## config.mk

```make
export PLATFORM = sky130hd
export DESIGN_NAME = pad_prep
export DESIGN_NICKNAME = d
export VERILOG_FILES = /design/src/hdl/pad_pkg.sv /design/src/hdl/pad_prep.sv
export SDC_FILE = /design/constraint.sdc
export NUM_CORES = 1
export LEC_CHECK = 0
export BUFFER_PORTS_ARGS = -buffer_cell sky130_fd_sc_hd__clkbuf_2
export CORE_MARGIN = 2
export CORE_UTILIZATION = 35
export DETAILED_ROUTE_END_ITERATION = 8
export GPL_ROUTABILITY_DRIVEN = 0
export PLACE_DENSITY = 0.73
export SLEW_MARGIN = 5
export SYNTH_ARGS = -nofsm -noshare
export SYNTH_HDL_FRONTEND = slang
export SYNTH_SLANG_ARGS = --single-unit
```

## constraint.sdc

```tcl
create_clock -name clock -period 2.3 [get_ports clock]
set_input_delay 0 -clock clock [delete_from_list [all_inputs] [get_ports clock]]
set_output_delay 0 -clock clock [all_outputs]
set_load 0.01 [all_outputs]
```

## src/hdl/pad_pkg.sv

```systemverilog
package pad_pkg;

   // CORDIC datapath widths. Magnitudes of up to 2^15 carry 24 fraction bits,
   // and the CORDIC gain of about 1.65 on a diagonal vector stays below 2^41.
   localparam int FRAC_BITS = 24;
   localparam int CW        = 44;
   // Angle accumulator in units of 2^-16 degree, signed.
   localparam int ZW        = 26;
   // Placed angle in units of 2^-16 degree, unsigned.
   localparam int VW        = 26;
   // Width of the result field.
   localparam int AW        = 16;

   // Number of entries in the arctangent table.
   localparam int TABLE_LEN = 24;

   // atan(2^-i) in degrees times 2^16, rounded to nearest. Entries from the
   // last one onwards are zero.
   function automatic int atan_entry(int i);
      case (i)
         0:       return 2949120;
         1:       return 1740967;
         2:       return 919879;
         3:       return 466945;
         4:       return 234379;
         5:       return 117304;
         6:       return 58666;
         7:       return 29335;
         8:       return 14668;
         9:       return 7334;
         10:      return 3667;
         11:      return 1833;
         12:      return 917;
         13:      return 458;
         14:      return 229;
         15:      return 115;
         16:      return 57;
         17:      return 29;
         18:      return 14;
         19:      return 7;
         20:      return 4;
         21:      return 2;
         22:      return 1;
         default: return 0;
      endcase
   endfunction

   // Fixed angles in units of 2^-16 degree.
   localparam int DEG90_UNITS  = 90 * 65536;
   localparam int DEG180_UNITS = 180 * 65536;
   localparam int DEG360_UNITS = 360 * 65536;

   // Fixed angles in units of 1/128 degree.
   localparam int ANGLE_90   = 90 * 128;
   localparam int ANGLE_270  = 270 * 128;
   localparam int FULL_TURN  = 360 * 128;

   // Rounding from 2^-16 degree to 1/128 degree.
   localparam int ROUND_HALF  = 256;
   localparam int ROUND_SHIFT = 9;

   // CORDIC working vector and angle accumulator.
   typedef struct packed {
      logic signed [CW-1:0] x;
      logic signed [CW-1:0] y;
      logic signed [ZW-1:0] z;
   } pad_vec_type;

   // Sign information of the original request, used to place the angle.
   typedef struct packed {
      logic dx_zero;
      logic dx_neg;
      logic dy_zero;
      logic dy_neg;
   } pad_side_type;

endpackage

```

## src/hdl/pad_prep.sv

```systemverilog
module pad_prep (
   input  logic                 clock,
   input  logic                 reset,
   input  logic                 en,
   input  logic                 in_valid,
   input  logic signed [15:0]   delta_x,
   input  logic signed [15:0]   delta_y,
   output logic                 out_valid,
   output pad_pkg::pad_vec_type  vec_out,
   output pad_pkg::pad_side_type side_out
);

   logic                  valid_ff;
   pad_pkg::pad_vec_type  vec_ff, vec_in;
   pad_pkg::pad_side_type side_ff, side_in;
   logic [15:0]           abs_x, abs_y;

   // Magnitudes fit 16 unsigned bits, including the most negative input.
   always_comb begin
      abs_x = delta_x[15] ? 16'(-delta_x) : 16'(delta_x);
      abs_y = delta_y[15] ? 16'(-delta_y) : 16'(delta_y);

      vec_in.x = pad_pkg::CW'({abs_x, {pad_pkg::FRAC_BITS{1'b0}}});
      vec_in.y = pad_pkg::CW'({abs_y, {pad_pkg::FRAC_BITS{1'b0}}});
      vec_in.z = '0;

      side_in.dx_zero = (delta_x == 16'sd0);
      side_in.dx_neg  = delta_x[15];
      side_in.dy_zero = (delta_y == 16'sd0);
      side_in.dy_neg  = delta_y[15];
   end

   // Valid bit of the entry stage.
   always_ff @(posedge clock) begin
      if (reset) begin
         valid_ff <= 1'b0;
      end else if (en) begin
         valid_ff <= in_valid;
      end
   end

   // Payload of the entry stage.
   always_ff @(posedge clock) begin
      if (en) begin
         vec_ff  <= vec_in;
         side_ff <= side_in;
      end
   end

   assign out_valid = valid_ff;
   assign vec_out   = vec_ff;
   assign side_out  = side_ff;

endmodule

```

==> flow_metrics.env <==
export IMPL_drive_gt1_share_pct=30.3
export IMPL_final_util_pct=40.5
export IMPL_viasPerCell=4.04
export IMPL_dpl_cell_count=381
export IMPL_r2r_start="out_valid"
export IMPL_pwr_share_comb_pct=18.9
export IMPL_grt_pass1_vias=1277
export IMPL_period_minus_slack_ns=1.78
export IMPL_cp_start_kind="primary input"
export IMPL_cts_tree="built"
export IMPL_vias=1589
export IMPL_synth_seq_cells=37
export IMPL_min_from="delta_y[12]"
export IMPL_cts_max_level=2
export IMPL_switching_share_pct=26.4
export IMPL_max_cap_violations=0
export IMPL_fin_nets=334
export IMPL_antenna_found_initial=0
export IMPL_fp_dieH_um=87.8
export IMPL_hpwl_um=3120
export IMPL_worst_setup_path_type="primary input to flop"
export IMPL_synth_edf_count=36
export IMPL_port_buffers=72
export IMPL_place_ws_ns=0.776
export IMPL_synth_area_mm2=0.00246
export IMPL_diodes=0
export IMPL_report_final_slew_viol_count=0
export IMPL_min_path_type="primary input to flop"
export IMPL_final_cell_mix="conb_1, clkbuf_2, edfxtp_1"
export IMPL_grtUsageTotal_pct=9.25
export IMPL_grt_max_degree=38
export IMPL_cts_num_sinks=37
export IMPL_fin_cells=393
export IMPL_firstDrtPassIters=4
export IMPL_overflow=0
export IMPL_std_cell_rows=30
export IMPL_skew_ns=0
export IMPL_power_switching_uw=448
export IMPL_die_area_mm2=0.00771
export IMPL_worstRegToRegCells=3
export IMPL_async_flop_share_pct=0
export IMPL_powerDensity_mw_per_mm2=617
export IMPL_worstSkewPairLatency_ns=0.28
export IMPL_drt_iter0_markers=60
export IMPL_hold_path_cell_count=2
export IMPL_path_max_fanout=4
export IMPL_postRouteAntennaNets=0
export IMPL_clkTransAtPathRegs_ns=0.07
export IMPL_finalWirelength_um=3940
export IMPL_cts_buffers=5
export IMPL_irDropWorstVdd_v=0.000284
export IMPL_pin_count=155
export IMPL_tightest_slew_ns=0.906
export IMPL_die_x_um=87.8
export IMPL_arrival_ns=1.82
export IMPL_core_mm2=0.00679
export IMPL_final_setup_viol_count=0
export IMPL_hold_viol=0
export IMPL_syn_avg_cell_area_um2=11.2
export IMPL_leakagePower_uw=0.00122
export IMPL_yosys_cell_types_count=32
export IMPL_drc=0
export IMPL_period_share_pct=77.6
export IMPL_finalSetupTns_ns=0
export IMPL_final_common_cell="conb_1"
export IMPL_ys_flop_type="edfxtp_1"
export IMPL_cp_end_kind="flop"
export IMPL_pwr_share_seq_pct=49.1
export IMPL_yosys_warnings=0
export IMPL_intPower_uw=1250
export IMPL_startpoint="delta_y[0]"
export IMPL_slew_limit_headroom_pct=39.6
export IMPL_ys_seq_area_share_pct=44.8
export IMPL_run_status="finished clean"
export IMPL_syn_to_final_growth_pct=12.1
export IMPL_grt_pass1_wl_um=5550
export IMPL_p_clk_share_pct=32.0
export IMPL_layout_setup_ws_ns=0.516
export IMPL_cts_root_buf="clkbuf_8"
export IMPL_start_util_pct=36.2
export IMPL_syn_instance_count=219
export IMPL_rsz0062_at_grt="no"
export IMPL_cp_required_ns=2.34
export IMPL_fmax_ghz=0.561
export IMPL_wire_per_inst_um=10.0
export IMPL_clockBufferDepth=2
metal layers:
metal	up-vias	track usage (%)	routed length, um
li1	761	-	-
met1	707	9.82	1480
met2	114	16.1	1960
met3	7	2.26	412
met4	0	6.29	93
met5	-	0	0
kinds of logic after synthesis:
group / share of synthesized area (%)
adders and majority gates: 1.02
buffers and inverters: 27.0
and+or+nand+nor: 8.25
xor gates and xnor gates: 9.27
muxes: 0.407
AOI/OAI and AO/OA: 9.06
other: 0.153
DFF: 44.8
worst paths after layout:
check	end	slack (ns)
setup / recovery	vec_out[60]	0.52
hold / removal	vec_out[62]	0.01
setup reg to reg	out_valid	1.16
hold reg to reg	out_valid	1.04
area by class of cell:
cell class | count | area (um2)
clock inverters | 3 | 41.3
well taps | 96 | 120
inverters | 5 | 18.8
fillers | 633 | 4040
repair buffers | 77 | 408
clock buffers | 5 | 68.8
flip-flops and latches | 37 | 1100
multi-input cells | 170 | 996
power by group through the flow:
stage | sequential (uW) | clock, uW | combinational (uW)
global route | 841 | 589 | 356
finish | 834 | 544 | 322
CTS | 835 | 557 | 322
detailed placement | 850 | 0 | 316
global placement | 849 | 0 | 312
floorplan | 885 | 0 | 251
sequential cells by signal, summed over array words and instances (netlist names):
| name | count |
|---|---|
| out_valid | 1 |
| side_out | 4 |
| vec_out | 32 |
timing repair:
item | in CTS | in global routing
endpoints found under the hold margin | 3 | 0
resized for setup | 0 | 0
hold buffers | 4 | 0
buffers inserted | 0 | 0
cells in the mapped netlist (2+ instances only):
cell type / number / area share (%)
nor4_1: 3 / 0.76
clkbuf_1: 5 / 0.76
a31oi_1: 2 / 0.51
buf_4: 82 / 25
o41ai_1: 2 / 0.71
edfxtp_1: 36 / 44
nor2_1: 4 / 0.61
xnor2_1: 20 / 7.1
o31ai_1: 5 / 1.5
xor2_1: 6 / 2.1
or2_2: 3 / 0.76
or3_1: 4 / 1.0
ha_1: 2 / 1.0
or4_1: 3 / 0.92
nor3_1: 4 / 0.81
nand2b_1: 3 / 0.76
inv_1: 5 / 0.76
a21oi_1: 2 / 0.41
nand2_1: 4 / 0.61
a41oi_1: 2 / 0.71
o41ai_2: 6 / 4.0
o21ai_0: 6 / 1.2
stage by stage:
stage	hold slack [ns]	instance area (um2)	total power (uW)
after global routing	0.0120	2750	1790
final	0.0146	2750	1700
after global placement	0.160	2600	1160
after detailed placement	0.164	2600	1170
after floorplan	0.0724	2760	1140
after CTS	0.00951	2750	1710
critical path: stages:
cell	delay, ns
dlygate4sd3_1	0.53
clkbuf_2	0.12
inv_1	0.05
ha_1	0.17
or4b_1	0.54
o31ai_1	0.29
xnor2_1	0.11
(Power assumes the default switching activity.)
