===== src/hdl/pad_pkg.sv =====
package pad_pkg;

   // CORDIC datapath widths. Magnitudes of up to 2^15 carry 24 fraction bits,
   // and the CORDIC gain of about 1.65 on a diagonal vector stays below 2^41.
   localparam int FRAC_BITS = 24;
   localparam int CW        = 44;
   // Angle accumulator in units of 2^-16 degree, signed.
   localparam int ZW        = 26;
   // Placed angle in units of 2^-16 degree, unsigned.
   localparam int VW        = 26;
   // Width of the result field.
   localparam int AW        = 16;

   // Number of entries in the arctangent table.
   localparam int TABLE_LEN = 24;

   // atan(2^-i) in degrees times 2^16, rounded to nearest. Entries from the
   // last one onwards are zero.
   function automatic int atan_entry(int i);
      case (i)
         0:       return 2949120;
         1:       return 1740967;
         2:       return 919879;
         3:       return 466945;
         4:       return 234379;
         5:       return 117304;
         6:       return 58666;
         7:       return 29335;
         8:       return 14668;
         9:       return 7334;
         10:      return 3667;
         11:      return 1833;
         12:      return 917;
         13:      return 458;
         14:      return 229;
         15:      return 115;
         16:      return 57;
         17:      return 29;
         18:      return 14;
         19:      return 7;
         20:      return 4;
         21:      return 2;
         22:      return 1;
         default: return 0;
      endcase
   endfunction

   // Fixed angles in units of 2^-16 degree.
   localparam int DEG90_UNITS  = 90 * 65536;
   localparam int DEG180_UNITS = 180 * 65536;
   localparam int DEG360_UNITS = 360 * 65536;

   // Fixed angles in units of 1/128 degree.
   localparam int ANGLE_90   = 90 * 128;
   localparam int ANGLE_270  = 270 * 128;
   localparam int FULL_TURN  = 360 * 128;

   // Rounding from 2^-16 degree to 1/128 degree.
   localparam int ROUND_HALF  = 256;
   localparam int ROUND_SHIFT = 9;

   // CORDIC working vector and angle accumulator.
   typedef struct packed {
      logic signed [CW-1:0] x;
      logic signed [CW-1:0] y;
      logic signed [ZW-1:0] z;
   } pad_vec_type;

   // Sign information of the original request, used to place the angle.
   typedef struct packed {
      logic dx_zero;
      logic dx_neg;
      logic dy_zero;
      logic dy_neg;
   } pad_side_type;

endpackage


===== src/hdl/pad_stage.sv =====
module pad_stage #(
   parameter int STAGE = 0
) (
   input  logic                  clock,
   input  logic                  reset,
   input  logic                  en,
   input  logic                  in_valid,
   input  pad_pkg::pad_vec_type  vec_in,
   input  pad_pkg::pad_side_type side_in,
   output logic                  out_valid,
   output pad_pkg::pad_vec_type  vec_out,
   output pad_pkg::pad_side_type side_out
);

   localparam logic signed [pad_pkg::ZW-1:0] ATAN_STEP =
      pad_pkg::ZW'(pad_pkg::atan_entry(STAGE));

   logic                         valid_ff;
   pad_pkg::pad_vec_type         vec_ff, vec_nx_in;
   pad_pkg::pad_side_type        side_ff;
   logic signed [pad_pkg::CW-1:0] x_cur, y_cur, x_sh, y_sh;
   logic signed [pad_pkg::ZW-1:0] z_cur;

   // One vectoring rotation: turn the vector towards the x axis. A vector
   // already lying on the axis is left as it is.
   always_comb begin
      x_cur = vec_in.x;
      y_cur = vec_in.y;
      z_cur = vec_in.z;
      x_sh  = x_cur >>> STAGE;
      y_sh  = y_cur >>> STAGE;
      vec_nx_in = vec_in;
      if (y_cur[pad_pkg::CW-1]) begin
         vec_nx_in.x = x_cur - y_sh;
         vec_nx_in.y = y_cur + x_sh;
         vec_nx_in.z = z_cur - ATAN_STEP;
      end else if (y_cur != '0) begin
         vec_nx_in.x = x_cur + y_sh;
         vec_nx_in.y = y_cur - x_sh;
         vec_nx_in.z = z_cur + ATAN_STEP;
      end
   end

   // Valid bit of this iteration stage.
   always_ff @(posedge clock) begin
      if (reset) begin
         valid_ff <= 1'b0;
      end else if (en) begin
         valid_ff <= in_valid;
      end
   end

   // Payload of this iteration stage.
   always_ff @(posedge clock) begin
      if (en) begin
         vec_ff  <= vec_nx_in;
         side_ff <= side_in;
      end
   end

   assign out_valid = valid_ff;
   assign vec_out   = vec_ff;
   assign side_out  = side_ff;

endmodule


===== config.mk =====
export PLATFORM = sky130hd
export DESIGN_NAME = pad_stage
export DESIGN_NICKNAME = d
export VERILOG_FILES = /design/src/hdl/pad_pkg.sv /design/src/hdl/pad_stage.sv
export SDC_FILE = /design/constraint.sdc
export NUM_CORES = 1
export LEC_CHECK = 0
export BUFFER_PORTS_ARGS = -buffer_cell sky130_fd_sc_hd__buf_2
export CORE_MARGIN = 1
export CORE_UTILIZATION = 52
export DETAILED_ROUTE_END_ITERATION = 10
export PLACE_DENSITY = 0.76
export SLEW_MARGIN = 20
export SYNTH_ARGS = -nofsm -noshare
export SYNTH_HDL_FRONTEND = slang
export SYNTH_SLANG_ARGS = --single-unit

===== constraint.sdc =====
create_clock -name clock -period 6.8 [get_ports clock]
set_clock_uncertainty 0.05 [all_clocks]
set_input_delay 0.68 -clock clock [delete_from_list [all_inputs] [get_ports clock]]
set_output_delay 0.68 -clock clock [all_outputs]
set_load 0.01 [all_outputs]

==> impl_metrics.ini <==
[outcome]
status = finished, final reports clean

[cts]
ctsResizeCount = 0
root_buffer = clkbuf_16
cts_num_sinks = 119
clk_pin_slew_ns = 0.06
cts.htree.levels = 4
worstSkewPairLatency_ns = 0.42
cts_inserted_buffers = 17
clock_path_buffers = 2
cts_setup_buffers = 0
cts_tree = done
cts.hold.buffers_added = 0

[power_and_ir_drop]
pwr-share-seq_pct = 31.4
clockPowerShare_pct = 30.7
ir_drop_v = 0.000125
p_int_uw = 1910
share_comb_of_total_power_pct = 37.9
leakagePower_uw = 0.00643
swShare_pct = 37.8
p_per_area_mw_per_mm2 = 209
switchingPower_uw = 1160

[global_route]
grt_overflow = 0
track_usage_pct = 34.8
grt_max_degree = 77
grt_pass1_vias = 12300
antenna_found_initial = 1
grt_pass1_wl_mm = 68.6

[synth]
netlist_area_sq_mm = 0.0128
synthXorXnorAreaFrac_pct = 6.78
yosys.area_share.adder_pct = 14.9
syn_area_per_cell_sq_um = 8.31
synth-main-ff-cell = edfxtp_1
ys_top_cells_by_area = edfxtp_1 (28%), ha_1 (14%), a21oi_1 (7.2%), xnor2_1 (6.0%), o21ai_0 (4.1%)
ys_ff_latch = 119
synth_top_cell_by_area = edfxtp_1
synth_edf_count = 118
synth_top_family_by_area = compound AO/OA/AOI/OAI gates
synth_compound_area_share_pct = 29.4
synth_simple_gate_area_share_pct = 13.7
synth_top_area_share_pct = 27.7
async_flop_share_pct = 0
synth_fp_nets = 1810
muxShareOfSynthArea_pct = 0.558
ys_types = 84
seq_area_frac_synth_pct = 27.9
ys_warn_count = 0
synthCells = 1538

[run]
maxCapViolations = 0

[detailed_routing]
dr_wl_met3_mm = 4.39
wl_per_cell_microns = 21.6
wl_met1_mm = 18.6
vias = 13000
via_per_inst = 6.30
drt_iter0_markers = 1648
met2RoutedLength_mm = 19.7
final_antenna_net_count = 0
wirelength_mm = 44.7
highest_layer = met5
drt-pass1-iter-count = 6
drc_errors = 0

[finish]
nets = 2001
n_antenna_cell = 0
drive_above_1_share_pct = 18.1
syn_to_final_growth_pct = 15.3

[sta]
fmax_mhz = 235
fin_tns_setup_ns = 0
setup_ws_ns = 2.54
hold_violations = 0
tightestPinTransition_ns = 0.996
min_period_over_period_pct = 62.7
setup_viol = 0
maxSlewHeadroom_pct = 33.6
rsz0062_at_grt = false
min_period_ns = 4.26
drv_slew = 0

[place]
place_congestion = 1.04
dp_slack_ns = 2.29
io_buffers = 240
dp_hpwl_mm = 33.7

[worst_hold_path]
hp-class = primary input to flip-flop

[floorplan]
die_area_sq_mm = 0.0252
die_x_microns = 159
rows = 57
ios = 241
die_y_microns = 159
initial_core_util_pct = 52.7
core_region_area_sq_mm = 0.0242

[setup_path]
required_ns = 6.92
crit_type = primary input to flip-flop
critPathCaptureType = flip-flop
arrival_ns = 4.38
start_kind = primary input
path_max_fanout = 13
-- per-stage QoR --
stage,hold slack (ns),area (sq um),util [%],instances,total power (uW)
2_1_floorplan,0.478,12800,-,1538,1720
3_3_place_gp,0.421,14200,58.4,2034,2110
3_5_place_dp,0.438,14200,58.4,2034,2110
4_1_cts,0.344,14700,60.8,2066,3050
5_1_grt,0.354,14700,60.8,2066,3210
6_report,0.355,14700,60.8,2066,3080
-- per-layer routing --
| layer | vias up | global-route usage [%] |
|---|---|---|
| met2 | 829 | 53.6 |
| li1 | 6004 | - |
| met5 | - | 0 |
| met1 | 6043 | 46.7 |
| met3 | 146 | 7.16 |
| met4 | 2 | 15.5 |
-- flip-flops by register name, summed over array words and instances (netlist names) --
register / flops
out_valid: 1
vec_out: 114
side_out: 4
-- worst max-delay path: stages --
cell	delay (ns)
buf_2	0.18
inv_1	0.07
ha_1	0.47
a21oi_1	0.33
o211ai_2	0.20
a21oi_2	0.39
o211ai_1	0.18
a221o_1	0.46
a31oi_2	0.58
o21ai_0	0.29
xnor2_1	0.18
a311o_1	0.36
-- synthesized netlist by cell type (14+ instances only) --
cell type / instances
ha_1: 147
inv_1: 133
xnor2_1: 87
a21o_1: 33
clkbuf_1: 49
buf_2: 18
nand2b_1: 21
edfxtp_1: 118
o21bai_1: 40
o221ai_1: 17
nand4_1: 15
nor3_1: 24
o31ai_1: 15
nand3_1: 32
nor4_1: 20
nor2_1: 103
o22ai_1: 19
o211ai_1: 14
a31oi_1: 15
a21oi_1: 185
o21ai_0: 104
nand2_1: 90
a22oi_1: 27
a211oi_1: 14
-- path summary, 6_finish.rpt --
kind              start     endpoint  slack [ns]  cells past startpoint
min               reset    out_valid        0.36                      2
max          vec_in[30]  vec_out[69]        2.54                     12
max reg2reg   out_valid    out_valid        6.16                      2
min reg2reg   out_valid    out_valid        0.46                      2
-- layout make-up --
type / instances / area [sq um]
well taps: 324 / 405
clock buffers: 17 / 425
inverters: 145 / 544
clock inverters: 15 / 166
flip-flops and latches: 119 / 3560
multi-input cells: 1196 / 8360
repair buffers: 250 / 1280
fillers: 2185 / 9510
-- power groups by stage --
stage	sequential (uW)	clock (uW)	combinational, uW
after floorplan	1030	0	687
after global placement	981	0	1120
after detailed placement	980	0	1130
after CTS	967	951	1140
after global routing	975	976	1260
final	966	945	1170
-- logic make-up after synthesis --
| kind of cell | after synthesis |
|---|---|
| AOI/OAI and AO/OA | 579 |
| and+or+nand+nor | 361 |
| buffers and inverters | 223 |
| adders and majority gates | 150 |
| DFF | 119 |
| xor gates and xnor gates | 99 |
| muxes | 7 |
-- placed cells by master (no fill, tap or decap), drive strengths merged, types with 25 or more instances in the layout --
master and n:
buf 250, a21oi 187, ha 147, inv 145, edfxtp 118, o21ai 111
nor2 104, nand2 90, xnor2 87, o21bai 40, a21o 33, nand3 33
a22oi 27, nor3 25
Power figures use the tool's default switching activity.
