## src/hdl/pad_pkg.sv

```systemverilog
package pad_pkg;

   // CORDIC datapath widths. Magnitudes of up to 2^15 carry 24 fraction bits,
   // and the CORDIC gain of about 1.65 on a diagonal vector stays below 2^41.
   localparam int FRAC_BITS = 24;
   localparam int CW        = 44;
   // Angle accumulator in units of 2^-16 degree, signed.
   localparam int ZW        = 26;
   // Placed angle in units of 2^-16 degree, unsigned.
   localparam int VW        = 26;
   // Width of the result field.
   localparam int AW        = 16;

   // Number of entries in the arctangent table.
   localparam int TABLE_LEN = 24;

   // atan(2^-i) in degrees times 2^16, rounded to nearest. Entries from the
   // last one onwards are zero.
   function automatic int atan_entry(int i);
      case (i)
         0:       return 2949120;
         1:       return 1740967;
         2:       return 919879;
         3:       return 466945;
         4:       return 234379;
         5:       return 117304;
         6:       return 58666;
         7:       return 29335;
         8:       return 14668;
         9:       return 7334;
         10:      return 3667;
         11:      return 1833;
         12:      return 917;
         13:      return 458;
         14:      return 229;
         15:      return 115;
         16:      return 57;
         17:      return 29;
         18:      return 14;
         19:      return 7;
         20:      return 4;
         21:      return 2;
         22:      return 1;
         default: return 0;
      endcase
   endfunction

   // Fixed angles in units of 2^-16 degree.
   localparam int DEG90_UNITS  = 90 * 65536;
   localparam int DEG180_UNITS = 180 * 65536;
   localparam int DEG360_UNITS = 360 * 65536;

   // Fixed angles in units of 1/128 degree.
   localparam int ANGLE_90   = 90 * 128;
   localparam int ANGLE_270  = 270 * 128;
   localparam int FULL_TURN  = 360 * 128;

   // Rounding from 2^-16 degree to 1/128 degree.
   localparam int ROUND_HALF  = 256;
   localparam int ROUND_SHIFT = 9;

   // CORDIC working vector and angle accumulator.
   typedef struct packed {
      logic signed [CW-1:0] x;
      logic signed [CW-1:0] y;
      logic signed [ZW-1:0] z;
   } pad_vec_type;

   // Sign information of the original request, used to place the angle.
   typedef struct packed {
      logic dx_zero;
      logic dx_neg;
      logic dy_zero;
      logic dy_neg;
   } pad_side_type;

endpackage

```

## src/hdl/pad_post.sv

```systemverilog
module pad_post (
   input  logic                          clock,
   input  logic                          reset,
   input  logic                          en,
   input  logic                          in_valid,
   input  pad_pkg::pad_vec_type          vec_in,
   input  pad_pkg::pad_side_type         side_in,
   output logic                          out_valid,
   output logic [pad_pkg::AW-1:0]        angle
);

   localparam int TW = pad_pkg::VW - 3;

   logic                         place_valid_ff, round_valid_ff;
   logic [pad_pkg::VW-1:0]       place_ff, place_in;
   pad_pkg::pad_side_type        place_side_ff;
   logic [pad_pkg::AW-1:0]       angle_ff, angle_in;
   logic signed [pad_pkg::ZW-1:0] z_cur;
   logic [TW-1:0]                theta;
   logic [pad_pkg::VW-1:0]       rounded;
   logic [pad_pkg::VW-pad_pkg::ROUND_SHIFT-1:0] coarse;

   // Clamp the first-quadrant angle to [0, 90] degrees and place it in its
   // quadrant by the signs of the request.
   always_comb begin
      z_cur = vec_in.z;
      if (z_cur[pad_pkg::ZW-1]) begin
         theta = '0;
      end else if (z_cur > pad_pkg::ZW'(pad_pkg::DEG90_UNITS)) begin
         theta = TW'(pad_pkg::DEG90_UNITS);
      end else begin
         theta = TW'(z_cur);
      end

      if (!side_in.dx_neg) begin
         place_in = side_in.dy_neg
                  ? pad_pkg::VW'(pad_pkg::DEG360_UNITS) - pad_pkg::VW'(theta)
                  : pad_pkg::VW'(theta);
      end else begin
         place_in = side_in.dy_neg
                  ? pad_pkg::VW'(pad_pkg::DEG180_UNITS) + pad_pkg::VW'(theta)
                  : pad_pkg::VW'(pad_pkg::DEG180_UNITS) - pad_pkg::VW'(theta);
      end
   end

   // Round half up to 1/128 degree, wrap a full turn to zero, and answer
   // vertical and zero vectors directly.
   always_comb begin
      rounded = place_ff + pad_pkg::VW'(pad_pkg::ROUND_HALF);
      coarse  = rounded[pad_pkg::VW-1:pad_pkg::ROUND_SHIFT];
      if (coarse >= ($bits(coarse))'(pad_pkg::FULL_TURN)) begin
         coarse = coarse - ($bits(coarse))'(pad_pkg::FULL_TURN);
      end

      if (place_side_ff.dx_zero) begin
         if (place_side_ff.dy_zero) begin
            angle_in = '0;
         end else if (place_side_ff.dy_neg) begin
            angle_in = pad_pkg::AW'(pad_pkg::ANGLE_270);
         end else begin
            angle_in = pad_pkg::AW'(pad_pkg::ANGLE_90);
         end
      end else begin
         angle_in = pad_pkg::AW'(coarse);
      end
   end

   // Valid bits of the placing and rounding stages.
   always_ff @(posedge clock) begin
      if (reset) begin
         place_valid_ff <= 1'b0;
         round_valid_ff <= 1'b0;
      end else if (en) begin
         place_valid_ff <= in_valid;
         round_valid_ff <= place_valid_ff;
      end
   end

   // Payload of the placing and rounding stages.
   always_ff @(posedge clock) begin
      if (en) begin
         place_ff      <= place_in;
         place_side_ff <= side_in;
         angle_ff      <= angle_in;
      end
   end

   assign out_valid = round_valid_ff;
   assign angle     = angle_ff;

endmodule

```

## config.mk

```make
export PLATFORM = sky130hd
export DESIGN_NAME = pad_post
export DESIGN_NICKNAME = d
export VERILOG_FILES = /design/src/hdl/pad_pkg.sv /design/src/hdl/pad_post.sv
export SDC_FILE = /design/constraint.sdc
export NUM_CORES = 1
export LEC_CHECK = 0
export BUFFER_PORTS_ARGS = -buffer_cell sky130_fd_sc_hd__buf_4
export CORE_ASPECT_RATIO = 0.9
export CORE_UTILIZATION = 51
export DETAILED_ROUTE_END_ITERATION = 10
export GPL_ROUTABILITY_DRIVEN = 0
export PLACE_DENSITY_LB_ADDON = 0.12
export SLEW_MARGIN = 10
export SYNTH_ARGS = -nofsm -noshare
export SYNTH_HDL_FRONTEND = slang
export SYNTH_SLANG_ARGS = --single-unit
export TNS_END_PERCENT = 10
```

## constraint.sdc

```tcl
create_clock -name clock -period 5.3 [get_ports clock]
set_clock_uncertainty 0.15 [all_clocks]
set_input_delay 0 -clock clock [delete_from_list [all_inputs] [get_ports clock]]
set_output_delay 0 -clock clock [all_outputs]
set_load 0.005 [all_outputs]
```

==> results.ini <==
[pwr]
p_leak_uw=0.001302
max-vdd-ir-drop_uv=113.6
p_per_area_mw_per_mm2=216.4

[timing]
worst_pin_slew_ps=558.4
rsz0062_at_grt=false
period_share_pct=71.64
fmax_mhz=263.4
finalSetupViolations=0
fin_setup_tns_ps=0
setup_slack_ps=1503
slew_viol_final=0
fin_crit_ps=3797
hold_viol_final=0
maxSlewHeadroom_pct=62.66

[critical_path]
endpoint_kind=flip-flop
startpoint_type=flip-flop
crit_fanout=13
cpMaxStageDelayCell=edfxtp_1
crit_family=simple AND/OR/NAND/NOR gates
reg2reg_depth=11
cp_num_buf_inv=0
path_cells=nand4_1, nor3_1, nand2_1, xor2_1, ha_1, nand2b_1, nor4bb_1, o2111ai_2, a22oi_2, mux2_1, o22ai_1
crit_start=place_ff[11]
rrSetupSlack_ps=1500
critical_path_class=flip-flop to flip-flop
arrival_ps=3780
cp_slowest_stage_delay_ps=520
timing.rr.end=angle[11]
r2r-start=place_ff[11]
worstPathRequired_ps=5280

[clocking]
clkTransAtPathRegs_ps=70
clock-sinks=38
cts_tree=built
clkLatencyLatePin_ps=290
clk_path_buf_depth=2
ctsResizeCount=0
h-tree-depth=2
clock-root-buffer=clkbuf_8
cts_buffers=5

[floorplan]
pin_count=139
fp.dieH_um=73
core_area_mm2=0.005318
row_count=25
start_util_pct=53.72
die_x_um=80.89
die-area_mm2=0.005905

[yosys]
synth_top_family_by_area=simple AND/OR/NAND/NOR gates
synth_simple_gate_area_share_pct=24.27
ys.warnings.count=0
yosys-mux-area-fraction_pct=2.146
synth.distinct_cells=70
synth-main-ff-cell=edfxtp_1
postSynthAreaPerCell_um2=10.06
netlist_instances=284
synth_area_mm2=0.002856
synthXorXnorAreaFrac_pct=9.505
synth_edf_count=36
yosysSeqAreaShare_pct=39.25
synth-compound-area-share_pct=17.56
ys_async_sr_fraction_pct=0
synth-adder-area-share_pct=2.628
syn-num-nets=412
synth-seq-cells=38

[final_layout]
multiInputGateArea_mm2=0.001603
nFillCells=447
drive_above_1_share_pct=25.36
stdcell_area_mm2=0.003448
final_nets=470
n_antenna_cell=0
regArea_mm2=0.001121
syn_to_final_growth_pct=20.72
layout.cells.non_filler=410

[routing]
ant_nets=0
routedWlPerCell_um=13.76
m1WireLength_mm=2.482
drt-pass1-iter-count=4
met2WireLength_mm=2.793
drc=0
drt_iter0_markers=139
dr_wl_met3_um=260
drt-total-wl_mm=5.643
avgViaCountPerCell=5.680
top_layer=met4
vias=2329

[global_routing]
first_global_vias=2137
overflow=0
grt_pass1_wl_mm=9.411
grt_util_all_layers_pct=20.80
grt_max_degree=39
antenna_found_initial=0

[min_path]
worstHoldEndpoint=place_ff[17]
hold_path_class=primary input to flip-flop
min_from=vec_in[25]
min_delay_path_depth=3

[place]
place_ws_ps=1509
place_inst=387
place_area_mm2=0.003217
dp_hpwl_mm=4.052
port-buffer-count=50

[run]
drv_cap=0

[run_status]
status=completed

==> how the worst max path moves through the flow <==
stage	slack (ps)	end	cells past startpoint
after floorplan	2200	angle[11]	13
after global placement	1550	angle[11]	11
after detailed placement	1510	angle[11]	11
after CTS	1490	angle[11]	11
after global routing	1280	angle[11]	11
final	1500	angle[11]	11
==> what timing repair did <==
action	4_1_cts	5_1_grt
hold endpoints to repair	17	0
hold buffers	15	0
buffers inserted	0	0
==> stage by stage <==
step | utilization [%] | hold slack (ps) | total power, uW
5_1_grt | 64.85 | 54.90 | 783.9
3_5_place_dp | 60.49 | 23.14 | 556.8
4_1_cts | 64.85 | 19.38 | 750.8
6_report | 64.85 | 29.34 | 746.3
3_3_place_gp | 60.49 | 18.04 | 553.6
2_1_floorplan | - | -77.62 | 495.9
==> report_power, final <==
group,switching [uW],leakage [uW],internal (uW)
clock network,95.6,0.0000426,90.3
registers,24.0,0.000373,360
logic,88.0,0.000886,88.5
==> cells in the mapped netlist, types with 3 or more instances <==
| cell type | count | area, um^2 |
|---|---|---|
| ha_1 | 6 | 75.07 |
| edfxtp_1 | 36 | 1081 |
| xor2_1 | 14 | 122.6 |
| o41ai_1 | 3 | 26.28 |
| or2_2 | 4 | 25.02 |
| buf_6 | 4 | 45.04 |
| xnor2_1 | 17 | 148.9 |
| inv_1 | 8 | 30.03 |
| nand4_1 | 3 | 18.77 |
| a21oi_1 | 10 | 50.05 |
| nor4_1 | 5 | 31.28 |
| o21ai_0 | 11 | 55.05 |
| nor2_1 | 32 | 120.1 |
| clkbuf_1 | 6 | 22.52 |
| mux2i_1 | 5 | 50.05 |
| nand2_1 | 19 | 71.32 |
| o22ai_1 | 3 | 18.77 |
| nor4b_1 | 3 | 26.28 |
| nand3_1 | 8 | 40.04 |
| o31ai_1 | 3 | 22.52 |
| nor3_1 | 12 | 60.06 |
| nand2b_1 | 6 | 37.54 |
==> cell families after synthesis <==
logic type | after synthesis
mux | 6
flops | 38
simple gates | 119
compound gates | 61
buf+inv | 23
xor+xnor | 31
fa+ha+maj | 6
==> cell usage in the layout (no fill, tap or decap), drive strengths merged, types with 3 or more instances in the layout <==
master / Yosys / final
nor4: 8 / 8
xor2: 14 / 14
clkbuf: 8 / 6
xnor2: 17 / 17
dlygate4sd3: 0 / 15
mux2i: 5 / 5
edfxtp: 36 / 36
ha: 6 / 6
buf: 6 / 50
o31ai: 3 / 3
nand2b: 6 / 6
o41ai: 4 / 4
nand3: 10 / 10
o21ai: 13 / 13
o22ai: 3 / 3
or3: 4 / 4
a21oi: 12 / 12
inv: 9 / 9
a2111oi: 3 / 3
or2: 4 / 4
nor4b: 3 / 3
nand4: 4 / 4
nand2: 20 / 20
nor2: 32 / 32
nor3: 14 / 14
==> per-layer routing <==
metal  vias to the layer above  track usage, %
li1                       1181               -
met1                      1065           24.57
met2                        75           37.35
met3                         8           3.750
met4                         0           7.738
met5                         -               0
==> state kept, by name, indices dropped and copies added (netlist names) <==
register / count
place_side_ff: 3
out_valid: 1
angle: 16
place_valid_ff: 1
place_ff: 17
==> layout make-up <==
type	count	area share, %
Multi-Input combinational cell	223	46.48
Sequential cell	38	32.51
Timing Repair Buffer	65	15.24
Tap cell	67	2.431
Clock buffer	6	2.104
Inverter	9	0.9797
Clock inverter	2	0.2540
==> worst reg2reg max path, cell delays in order, from the launching register on <==
cell and delay (ps):
edfxtp_1 520, nand4_1 510, nor3_1 500, nand2_1 110, xor2_1 230, ha_1 200
nand2b_1 60, nor4bb_1 380, o2111ai_2 220, a22oi_2 290, mux2_1 360, o22ai_1 120
No activity file was read; power rests on OpenSTA's default activity.
